`src/sv/ivs_pkg.sv`:
```
// ----------------------------------------------------------------------------
// ivs_pkg
// Shared widths, reset values, register indexes and types of the irrigation
// valve sequencer.
// ----------------------------------------------------------------------------
`default_nettype none

package ivs_pkg;

	// Field widths
	localparam int MOIST_W = 12;
	localparam int MS_W    = 10;
	localparam int SEC_W   = 6;
	localparam int ACC_W   = 11;  // below one second plus one item's milliseconds
	localparam int RUNS_W  = 8;
	localparam int PUMP_W  = 16;
	localparam int SERVO_W = 13;

	localparam int SENSOR_COUNT    = 3;
	localparam int VALVE_COUNT_DEF = 3;
	localparam int MS_PER_SECOND   = 1000;

	// Stream packing
	localparam int IN_FIELDS_W  = SENSOR_COUNT * MOIST_W + MS_W;
	localparam int IN_TDATA_W   = ((IN_FIELDS_W + 7) / 8) * 8;
	localparam int OUT_FIELDS_W = SENSOR_COUNT + PUMP_W + SERVO_W + 1 + (SENSOR_COUNT + 1) * SEC_W;
	localparam int OUT_TDATA_W  = ((OUT_FIELDS_W + 7) / 8) * 8;

	// Configuration port
	localparam int CFG_IDX_W  = 2;
	localparam int CFG_DATA_W = 12;
	localparam logic [CFG_IDX_W-1:0] CFG_DRY_THRESHOLD      = 2'd0;
	localparam logic [CFG_IDX_W-1:0] CFG_WATERING_SECONDS   = 2'd1;
	localparam logic [CFG_IDX_W-1:0] CFG_MAINTENANCE_LENGTH = 2'd2;
	localparam logic [CFG_IDX_W-1:0] CFG_CYCLE_LIMIT        = 2'd3;

	// Reset values
	localparam logic [MOIST_W-1:0] RST_DRY_THRESHOLD = 12'd1500;
	localparam logic [SEC_W-1:0]   RST_SECONDS       = 6'd30;
	localparam logic [RUNS_W-1:0]  RST_CYCLE_LIMIT   = 8'd2;

	// Output levels
	localparam logic [PUMP_W-1:0]  PUMP_OFF_LEVEL = 16'd0;
	localparam logic [PUMP_W-1:0]  PUMP_ON_LEVEL  = 16'd39062;
	localparam logic [SERVO_W-1:0] SERVO_IDLE     = 13'd976;
	localparam logic [SERVO_W-1:0] SERVO_ONE      = 13'd1953;
	localparam logic [SERVO_W-1:0] SERVO_TWO      = 13'd3515;
	localparam logic [SERVO_W-1:0] SERVO_MORE     = 13'd4687;

	typedef struct packed {
		logic [MOIST_W-1:0] dry_threshold;
		logic [SEC_W-1:0]   watering_seconds;
		logic [SEC_W-1:0]   maintenance_length;
		logic [RUNS_W-1:0]  cycle_limit;
	} cfg_t;

	typedef struct packed {
		logic               maint_active;
		logic [SEC_W-1:0]   maint_seconds;
		logic [ACC_W-1:0]   maint_ms_accum;
		logic [RUNS_W-1:0]  finished_runs;
	} ctrl_t;

	typedef struct packed {
		logic [SEC_W-1:0]                   maint_left;
		logic [SENSOR_COUNT-1:0][SEC_W-1:0] left;
		logic                               in_maintenance;
		logic [SERVO_W-1:0]                 servo_level;
		logic [PUMP_W-1:0]                  pump_level;
		logic [SENSOR_COUNT-1:0]            valve_mask;
	} result_t;

endpackage

`default_nettype wire

```
`src/sv/ivs_update.sv`:
```
// ----------------------------------------------------------------------------
// ivs_update
// Next-state and result logic for one item: valve opening, per-valve second
// ticks, run counting, maintenance entry and exit, pump and servo levels.
// ----------------------------------------------------------------------------
`default_nettype none

module ivs_update #(
	parameter int VALVE_COUNT = ivs_pkg::VALVE_COUNT_DEF
) (
	input  ivs_pkg::cfg_t                                            cfg,
	input  logic [ivs_pkg::SENSOR_COUNT-1:0][ivs_pkg::MOIST_W-1:0] moisture,
	input  logic [ivs_pkg::MS_W-1:0]                                elapsed_ms,
	input  logic [VALVE_COUNT-1:0]                                  running,
	input  logic [VALVE_COUNT-1:0][ivs_pkg::SEC_W-1:0]              seconds,
	input  logic [VALVE_COUNT-1:0][ivs_pkg::ACC_W-1:0]              ms_accum,
	input  ivs_pkg::ctrl_t                                           ctrl,
	output logic [VALVE_COUNT-1:0]                                  next_running,
	output logic [VALVE_COUNT-1:0][ivs_pkg::SEC_W-1:0]              next_seconds,
	output logic [VALVE_COUNT-1:0][ivs_pkg::ACC_W-1:0]              next_ms_accum,
	output ivs_pkg::ctrl_t                                           next_ctrl,
	output ivs_pkg::result_t                                         result
);

	localparam int CNT_W = (VALVE_COUNT >= 3) ? $clog2(VALVE_COUNT + 1) : 2;
	localparam logic [ivs_pkg::ACC_W-1:0] ONE_SECOND = ivs_pkg::ACC_W'(ivs_pkg::MS_PER_SECOND);

	logic [VALVE_COUNT-1:0][ivs_pkg::MOIST_W-1:0] sample;
	logic [ivs_pkg::ACC_W-1:0]                    ms_ext;
	logic [ivs_pkg::ACC_W-1:0]                    acc;
	logic [ivs_pkg::ACC_W-1:0]                    macc;
	logic [ivs_pkg::SEC_W-1:0]                    sec;
	logic                                         stop;
	logic [CNT_W-1:0]                             active;
	logic [ivs_pkg::SERVO_W-1:0]                  servo;

	assign ms_ext = ivs_pkg::ACC_W'(elapsed_ms);

	// valves without a sensor see a dry-proof sample of zero
	for (genvar g = 0; g < VALVE_COUNT; g++) begin : g_sample
		if (g < ivs_pkg::SENSOR_COUNT) begin : g_real
			assign sample[g] = moisture[g];
		end else begin : g_none
			assign sample[g] = '0;
		end
	end

	always_comb begin
		next_running  = running;
		next_seconds  = seconds;
		next_ms_accum = ms_accum;
		next_ctrl     = ctrl;
		stop          = 1'b0;
		acc           = '0;
		sec           = '0;
		macc          = ctrl.maint_ms_accum + ms_ext;

		if (ctrl.maint_active) begin
			// sensors ignored for the whole item
			if (macc >= ONE_SECOND) begin
				next_ctrl.maint_ms_accum = '0;
				if (ctrl.maint_seconds != '0) begin
					next_ctrl.maint_seconds = ctrl.maint_seconds - 1'b1;
				end else begin
					next_ctrl.maint_active  = 1'b0;
					next_ctrl.finished_runs = '0;
				end
			end else begin
				next_ctrl.maint_ms_accum = macc;
			end
		end else begin
			// valve order matters: a maintenance entry skips the rest
			for (int v = 0; v < VALVE_COUNT; v++) begin
				acc = ms_accum[v] + ms_ext;
				sec = seconds[v];
				if (!stop) begin
					if (!running[v]) begin
						if (sample[v] > cfg.dry_threshold) begin
							next_running[v]  = 1'b1;
							next_seconds[v]  = cfg.watering_seconds;
							next_ms_accum[v] = '0;
						end
					end else if (acc >= ONE_SECOND) begin
						next_ms_accum[v] = '0;
						if (sec != '0) begin
							sec = sec - 1'b1;
						end
						next_seconds[v] = sec;
						if (sec == '0) begin
							next_running[v] = 1'b0;
							if (next_ctrl.finished_runs != '1) begin
								next_ctrl.finished_runs = next_ctrl.finished_runs + 1'b1;
							end
							if (next_ctrl.finished_runs >= cfg.cycle_limit) begin
								next_running             = '0;
								next_ctrl.maint_active   = 1'b1;
								next_ctrl.maint_seconds  = cfg.maintenance_length;
								next_ctrl.maint_ms_accum = '0;
								stop                     = 1'b1;
							end
						end
					end else begin
						next_ms_accum[v] = acc;
					end
				end
			end
		end
	end

	always_comb begin
		active = '0;
		for (int v = 0; v < VALVE_COUNT; v++) begin
			active = active + CNT_W'(next_running[v]);
		end
	end

	for (genvar g = 0; g < ivs_pkg::SENSOR_COUNT; g++) begin : g_out
		if (g < VALVE_COUNT) begin : g_real
			assign result.valve_mask[g] = next_running[g];
			assign result.left[g]       = next_seconds[g];
		end else begin : g_none
			assign result.valve_mask[g] = 1'b0;
			assign result.left[g]       = '0;
		end
	end

	assign result.pump_level     = (active != '0) ? ivs_pkg::PUMP_ON_LEVEL
	                                              : ivs_pkg::PUMP_OFF_LEVEL;
	assign result.in_maintenance = next_ctrl.maint_active;
	assign result.maint_left     = next_ctrl.maint_seconds;
	assign result.servo_level    = servo;

	always_comb begin
		priority if (active == CNT_W'(0)) begin
			servo = ivs_pkg::SERVO_IDLE;
		end else if (active == CNT_W'(1)) begin
			servo = ivs_pkg::SERVO_ONE;
		end else if (active == CNT_W'(2)) begin
			servo = ivs_pkg::SERVO_TWO;
		end else begin
			servo = ivs_pkg::SERVO_MORE;
		end
	end

endmodule

`default_nettype wire

```
`src/sv/irrigation_valve_sequencer.sv`:
```
// ----------------------------------------------------------------------------
// irrigation_valve_sequencer
// Opens valves on dry soil samples, times each watering run in seconds from
// per-item millisecond deltas, and enters a timed maintenance hold after a
// set number of finished runs.
// ----------------------------------------------------------------------------
// Throughput: one request per clock while the output side is not stalled; the
//   update is a single pass of logic. Path: an accepted request is held in the
//   input register, and its result is loaded into the output register when
//   the output side can take it.
// Reset: arst_n clears all valves, run count, accumulators and the stream
//   valids; countdowns reload 30, registers take their default values.
// ----------------------------------------------------------------------------
`default_nettype none

module irrigation_valve_sequencer #(
	parameter int VALVE_COUNT = ivs_pkg::VALVE_COUNT_DEF
) (
	input  logic                            clk,
	input  logic                            arst_n,
	// configuration write port
	input  logic                            cfg_wen,
	input  logic [ivs_pkg::CFG_IDX_W-1:0]   cfg_index,
	input  logic [ivs_pkg::CFG_DATA_W-1:0]  cfg_wdata,
	// input stream
	input  logic                            s_axis_tvalid,
	output logic                            s_axis_tready,
	// soil_0, soil_1, soil_2, elapsed_ms, zero pad
	input  logic [ivs_pkg::IN_TDATA_W-1:0]  s_axis_tdata,
	// result stream
	output logic                            m_axis_tvalid,
	input  logic                            m_axis_tready,
	// valve_mask, pump_level, servo_level, in_maintenance,
	// left_0, left_1, left_2, maint_left, zero pad
	output logic [ivs_pkg::OUT_TDATA_W-1:0] m_axis_tdata
);

	localparam int MOIST_BITS       = ivs_pkg::SENSOR_COUNT * ivs_pkg::MOIST_W;
	localparam int MOISTURE_BITS_HI = MOIST_BITS - 1;

	// configuration registers
	ivs_pkg::cfg_t cfg_q;

	// input register
	logic                                                            valid_s1;
	logic [ivs_pkg::SENSOR_COUNT-1:0][ivs_pkg::MOIST_W-1:0]          moisture_s1;
	logic [ivs_pkg::MS_W-1:0]                                        elapsed_s1;

	// sequencer state
	logic [VALVE_COUNT-1:0]                        running_q;
	logic [VALVE_COUNT-1:0][ivs_pkg::SEC_W-1:0]    seconds_q;
	logic [VALVE_COUNT-1:0][ivs_pkg::ACC_W-1:0]    accum_q;
	ivs_pkg::ctrl_t                                ctrl_q;

	// next state from the update logic
	logic [VALVE_COUNT-1:0]                        running_d;
	logic [VALVE_COUNT-1:0][ivs_pkg::SEC_W-1:0]    seconds_d;
	logic [VALVE_COUNT-1:0][ivs_pkg::ACC_W-1:0]    accum_d;
	ivs_pkg::ctrl_t                                ctrl_d;
	ivs_pkg::result_t                              result_d;

	// output register
	logic             m_valid_q;
	ivs_pkg::result_t result_q;

	logic s_accept;
	logic advance;

	// The state commits when the held request moves into the output register,
	// so a stalled output never lets the state run ahead of delivered results.
	assign advance       = valid_s1 && (!m_valid_q || m_axis_tready);
	assign s_axis_tready = !valid_s1 || advance;
	assign s_accept      = s_axis_tvalid && s_axis_tready;

	always_ff @(posedge clk or negedge arst_n) begin
		if (!arst_n) begin
			cfg_q.dry_threshold      <= ivs_pkg::RST_DRY_THRESHOLD;
			cfg_q.watering_seconds   <= ivs_pkg::RST_SECONDS;
			cfg_q.maintenance_length <= ivs_pkg::RST_SECONDS;
			cfg_q.cycle_limit        <= ivs_pkg::RST_CYCLE_LIMIT;
		end else if (cfg_wen) begin
			unique case (cfg_index)
				ivs_pkg::CFG_DRY_THRESHOLD: begin
					cfg_q.dry_threshold <= cfg_wdata[ivs_pkg::MOIST_W-1:0];
				end
				ivs_pkg::CFG_WATERING_SECONDS: begin
					cfg_q.watering_seconds <= cfg_wdata[ivs_pkg::SEC_W-1:0];
				end
				ivs_pkg::CFG_MAINTENANCE_LENGTH: begin
					cfg_q.maintenance_length <= cfg_wdata[ivs_pkg::SEC_W-1:0];
				end
				ivs_pkg::CFG_CYCLE_LIMIT: begin
					cfg_q.cycle_limit <= cfg_wdata[ivs_pkg::RUNS_W-1:0];
				end
				default: begin
				end
			endcase
		end
	end

	// input register: valid under reset, payload loads on accept
	always_ff @(posedge clk or negedge arst_n) begin
		if (!arst_n) begin
			valid_s1 <= 1'b0;
		end else if (s_accept) begin
			valid_s1 <= 1'b1;
		end else if (advance) begin
			valid_s1 <= 1'b0;
		end
	end

	always_ff @(posedge clk) begin
		if (s_accept) begin
			moisture_s1 <= s_axis_tdata[MOISTURE_BITS_HI:0];
			elapsed_s1  <= s_axis_tdata[MOIST_BITS +: ivs_pkg::MS_W];
		end
	end

	ivs_update #(
		.VALVE_COUNT (VALVE_COUNT)
	) u_update (
		.cfg           (cfg_q),
		.moisture      (moisture_s1),
		.elapsed_ms    (elapsed_s1),
		.running       (running_q),
		.seconds       (seconds_q),
		.ms_accum      (accum_q),
		.ctrl          (ctrl_q),
		.next_running  (running_d),
		.next_seconds  (seconds_d),
		.next_ms_accum (accum_d),
		.next_ctrl     (ctrl_d),
		.result        (result_d)
	);

	always_ff @(posedge clk or negedge arst_n) begin
		if (!arst_n) begin
			running_q <= '0;
			accum_q   <= '0;
			for (int v = 0; v < VALVE_COUNT; v++) begin
				seconds_q[v] <= ivs_pkg::RST_SECONDS;
			end
			ctrl_q.maint_active   <= 1'b0;
			ctrl_q.maint_seconds  <= ivs_pkg::RST_SECONDS;
			ctrl_q.maint_ms_accum <= '0;
			ctrl_q.finished_runs  <= '0;
		end else if (advance) begin
			running_q <= running_d;
			seconds_q <= seconds_d;
			accum_q   <= accum_d;
			ctrl_q    <= ctrl_d;
		end
	end

	// output register
	always_ff @(posedge clk or negedge arst_n) begin
		if (!arst_n) begin
			m_valid_q <= 1'b0;
		end else if (advance) begin
			m_valid_q <= 1'b1;
		end else if (m_axis_tready) begin
			m_valid_q <= 1'b0;
		end
	end

	always_ff @(posedge clk) begin
		if (advance) begin
			result_q <= result_d;
		end
	end

	assign m_axis_tvalid = m_valid_q;
	assign m_axis_tdata  = {
		{(ivs_pkg::OUT_TDATA_W - ivs_pkg::OUT_FIELDS_W){1'b0}},
		result_q.maint_left,
		result_q.left,
		result_q.in_maintenance,
		result_q.servo_level,
		result_q.pump_level,
		result_q.valve_mask
	};

endmodule

`default_nettype wire

```
`config.mk`:
```
export PLATFORM = sky130hd
export DESIGN_NAME = irrigation_valve_sequencer
export DESIGN_NICKNAME = d
export VERILOG_FILES = /design/src/sv/ivs_pkg.sv /design/src/sv/ivs_update.sv /design/src/sv/irrigation_valve_sequencer.sv
export SDC_FILE = /design/constraint.sdc
export NUM_CORES = 1
export LEC_CHECK = 0
export ABC_CLOCK_PERIOD_IN_PS = 10400
export BUFFER_PORTS_ARGS = -buffer_cell sky130_fd_sc_hd__buf_2
export CORE_MARGIN = 1
export CORE_UTILIZATION = 60
export DETAILED_ROUTE_END_ITERATION = 16
export PLACE_DENSITY = 0.91
export SETUP_SLACK_MARGIN = 0.15
export SKIP_CTS_REPAIR_TIMING = 1
export SYNTH_ARGS = -nofsm -noshare
export SYNTH_HDL_FRONTEND = slang
export SYNTH_HIERARCHICAL = 1
export SYNTH_SLANG_ARGS = --single-unit
```
`constraint.sdc`:
```
create_clock -name clk -period 10.4 [get_ports clk]
set_clock_uncertainty 0.15 [all_clocks]
set_input_delay 1.56 -clock clk [delete_from_list [all_inputs] [get_ports clk]]
set_output_delay 1.56 -clock clk [all_outputs]
set_load 0.02 [all_outputs]
```
==> impl_results.md <==
- Most common flop cell mapped by yosys: sky130_fd_sc_hd__edfxtp_1
- Last weighted congestion value of the routability-driven placer: 0.938
- Number of antenna diodes: 0
- Async set-or-reset flop fraction in the synthesized netlist: 52.5%
- Worst Tran Pin Value: 1.14 ns
- Sum of negative setup slack: 0 ns
- Result of the run: finished clean
- Average wire per cell in the routed design: 21.0 um
- Synth cell types: 107
- Die footprint: 25,100 sq um
- Via count: 11,400
- Number of DRC violations after detailed routing: 0
- Power Internal: 2.52 mW
- Number of nets in the layout: 1,623
- Ys Warns: 6
- Critical path start-end classification: reg -> reg
- Worst setup SP type: flop
- Vias per std cell: 6.44
- Endpoint arrival time on the critical path: 10.00 ns
- Max Cap Viol: 0
- IO Count: 133
- Slowest-stage cell, CP: sky130_fd_sc_hd__or3_1
- Period utilization: 93.8%
- Most common cell after layout, fill and taps aside: sky130_fd_sc_hd__buf_2
- Endpoint class of the critical path: flop
- Share of power burned in registers: 32.6%
- Initial drt markers: 1,130
- Hold Worst Slack: 0.360 ns
- Switching part of the total: 41.1%
- Global Route Usage Sum: 30.1%
- Fraction of layout instances using a drive strength above 1: 25.8%
- Worst hold path type: reg -> reg
- Setup WS pre-CTS: 0.643 ns
- Maximum operating frequency: 103 MHz
- Worst relative slew slack: 23.6%
- Clk sinks: 217
- Clock-pin slew on the worst setup and hold paths: 0.06 ns
- Vias in the first global route: 11,300
- Launch point of the critical path: elapsed_s1[0]$_DFFE_PP_
- Max Transition Viols Final: 0
- Leakage power: 6.98 nW
- Clock tree from TritonCTS: yes
- CTS root buffer: sky130_fd_sc_hd__clkbuf_16
- Relative contribution of combinational cells to total power: 48.6%
- Core Area: 23,800 sq um
- Sequential element share of the synthesized area: 40.8%
- Detailed-placement wirelength estimate: 25,000 um
- Number of synthesized register bits: 217
- Starting density of the core: 61.8%
- Total power density per cell area: 270 nW/um^2
- Part of the total power dissipated in the clock network: 18.8%
- CP Max Fanout: 10
- Longest Clk Path Bufs: 3
- Vertical die dimension: 158 um
- Maximum number of pins on one net before global-route repair: 69
- Wire length of the first global-routing pass: 58,900 um
- Most frequent cells in the layout: sky130_fd_sc_hd__buf_2 (122), sky130_fd_sc_hd__mux2_2 (117), sky130_fd_sc_hd__ha_1 (114)
- FF-to-FF setup slack: 0.65 ns
- Worst r2r src: elapsed_s1[0]$_DFFE_PP_
- Average footprint of a synthesized cell: 10.8 sq um
- Total net switching power: 1.76 mW
- Time the final worst path needs with I/O delays and setup: 9.75 ns
- Clock insertion delay at the later pin of the skew report: 0.54 ns
- Number of antenna violations at the first check in global routing: 0
- Final setup violation count: 0
- Unrepaired setup endpoints after global routing: false
- Worst VDD drop: 0.161 mV
- Count of antenna-violating nets left after detailed routing: 0
- Count of input and output buffers: 123
- Crit path required time: 10.65 ns
- Crit-path max cell delay: 0.63 ns
- Mapped cell area: 14,700 sq um
- Minimum setup slack in the final design: 0.648 ns
- Cell count after synthesis: 1,361
- Deepest level of the CTS H-tree: 1
- CP dominant cell by count: sky130_fd_sc_hd__a21o_1
- Total gr overflow: 0
- End-of-flow core utilization: 66.8%
- Routed wire length: 37,300 um
- Width of the chip: 158 um
- Hold Violations, Final: 0
- Number of placement rows: 56
- Min-Delay Startpoint: cfg_q[5]$_DFFE_PN0P_
- Number of flops mapped to enable cells by yosys: 103
- Area delta synth->final: 8.15%
- Drt pass-1 iters: 7
- Total CTS buffers: 23
[layer usage]
metal  GRT usage [%]  share of wire [%]  wire length [um]
met3            5.25                7.8              2920
met4            15.2                4.7              1740
met1            37.1                 39             14400
met2            50.9                 49             18300
met5               0                  0                 0
[path summary, 6_finish.rpt]
path	end	depth (start not counted)
max	ctrl_q[19]$_DFFE_PN0P_	38
min	cfg_q[5]$_DFFE_PN0P_	1
max reg2reg	ctrl_q[19]$_DFFE_PN0P_	38
min reg2reg	cfg_q[5]$_DFFE_PN0P_	1
max in group asynchronous	ctrl_q[0]$_DFFE_PN0P_	2
min in group asynchronous	cfg_q[25]$_DFFE_PN0P_	1
[cells by family after synthesis]
| family | count (synthesis) | share of synthesized area (%) |
|---|---|---|
| buf+inv | 169 | 6.61 |
| simple gates | 328 | 11.9 |
| xor+xnor | 55 | 3.38 |
| flops | 217 | 40.8 |
| fa+ha+maj | 120 | 10.5 |
| compound gates | 328 | 16.0 |
| mux | 142 | 10.8 |
| other cells | 2 | 0.0512 |
[registers in the layout, indices dropped and copies added, names as in the netlist]
| register | count |
|---|---|
| moisture_s1 | 36 |
| ctrl_q | 26 |
| m_axis_tvalid | 1 |
| elapsed_s1 | 10 |
| m_axis_tdata | 57 |
| accum_q | 33 |
| running_q | 3 |
| cfg_q | 32 |
| valid_s1 | 1 |
| seconds_q | 18 |
[stage by stage]
stage	power (mW)	cells	cell area, sq um
after floorplan	3.02	1375	14700
after global placement	3.24	1730	15100
after detailed placement	3.36	1730	15100
after CTS	4.24	1772	15900
after global routing	4.52	1772	15900
final	4.28	1772	15900
[power groups by stage]
stage	Sequential (mW)	Clock [mW]	Combinational (mW)
floorplan	1.41	0	1.61
global placement	1.38	0	1.86
finish	1.39	0.806	2.08
CTS	1.39	0.812	2.03
detailed placement	1.40	0	1.96
global route	1.42	0.847	2.25
[Yosys cell counts, types with 28 or more instances]
| cell type | n | area [sq um] |
|---|---|---|
| sky130_fd_sc_hd__edfxtp_1 | 103 | 3090 |
| sky130_fd_sc_hd__ha_1 | 115 | 1440 |
| sky130_fd_sc_hd__a21o_1 | 34 | 255 |
| sky130_fd_sc_hd__dfstp_2 | 32 | 841 |
| sky130_fd_sc_hd__nor2_1 | 68 | 255 |
| sky130_fd_sc_hd__inv_1 | 71 | 267 |
| sky130_fd_sc_hd__a22o_1 | 30 | 263 |
| sky130_fd_sc_hd__o21ai_0 | 54 | 270 |
| sky130_fd_sc_hd__dfrtp_1 | 82 | 2050 |
| sky130_fd_sc_hd__buf_4 | 56 | 420 |
| sky130_fd_sc_hd__a21oi_1 | 74 | 370 |
| sky130_fd_sc_hd__mux2_2 | 117 | 1320 |
| sky130_fd_sc_hd__nand2_1 | 85 | 319 |
| sky130_fd_sc_hd__xnor2_1 | 29 | 254 |
| sky130_fd_sc_hd__nor3_1 | 28 | 140 |
[worst max-delay path, delay by kind of cell (launching register included)]
| kind | cells | cell delay (ns) |
|---|---|---|
| and+or+nand+nor | 8 | 2.06 |
| adders and majority gates | 4 | 1.29 |
| xor gates and xnor gates | 1 | 0.22 |
| AOI/OAI and AO/OA | 19 | 4.09 |
| buffers and inverters | 3 | 0.46 |
| DFF | 1 | 0.51 |
| muxes | 3 | 0.84 |
[layout make-up]
| cell class | count | area, sq um |
|---|---|---|
| clock inverter | 12 | 100 |
| multi-input combinational | 989 | 7800 |
| inverter | 72 | 270 |
| tap | 319 | 399 |
| sequential | 217 | 5990 |
| clock buffer | 30 | 632 |
| fill | 1634 | 7880 |
| timing repair buffer | 133 | 693 |
Note: power is estimated with default switching activity, not from simulation.
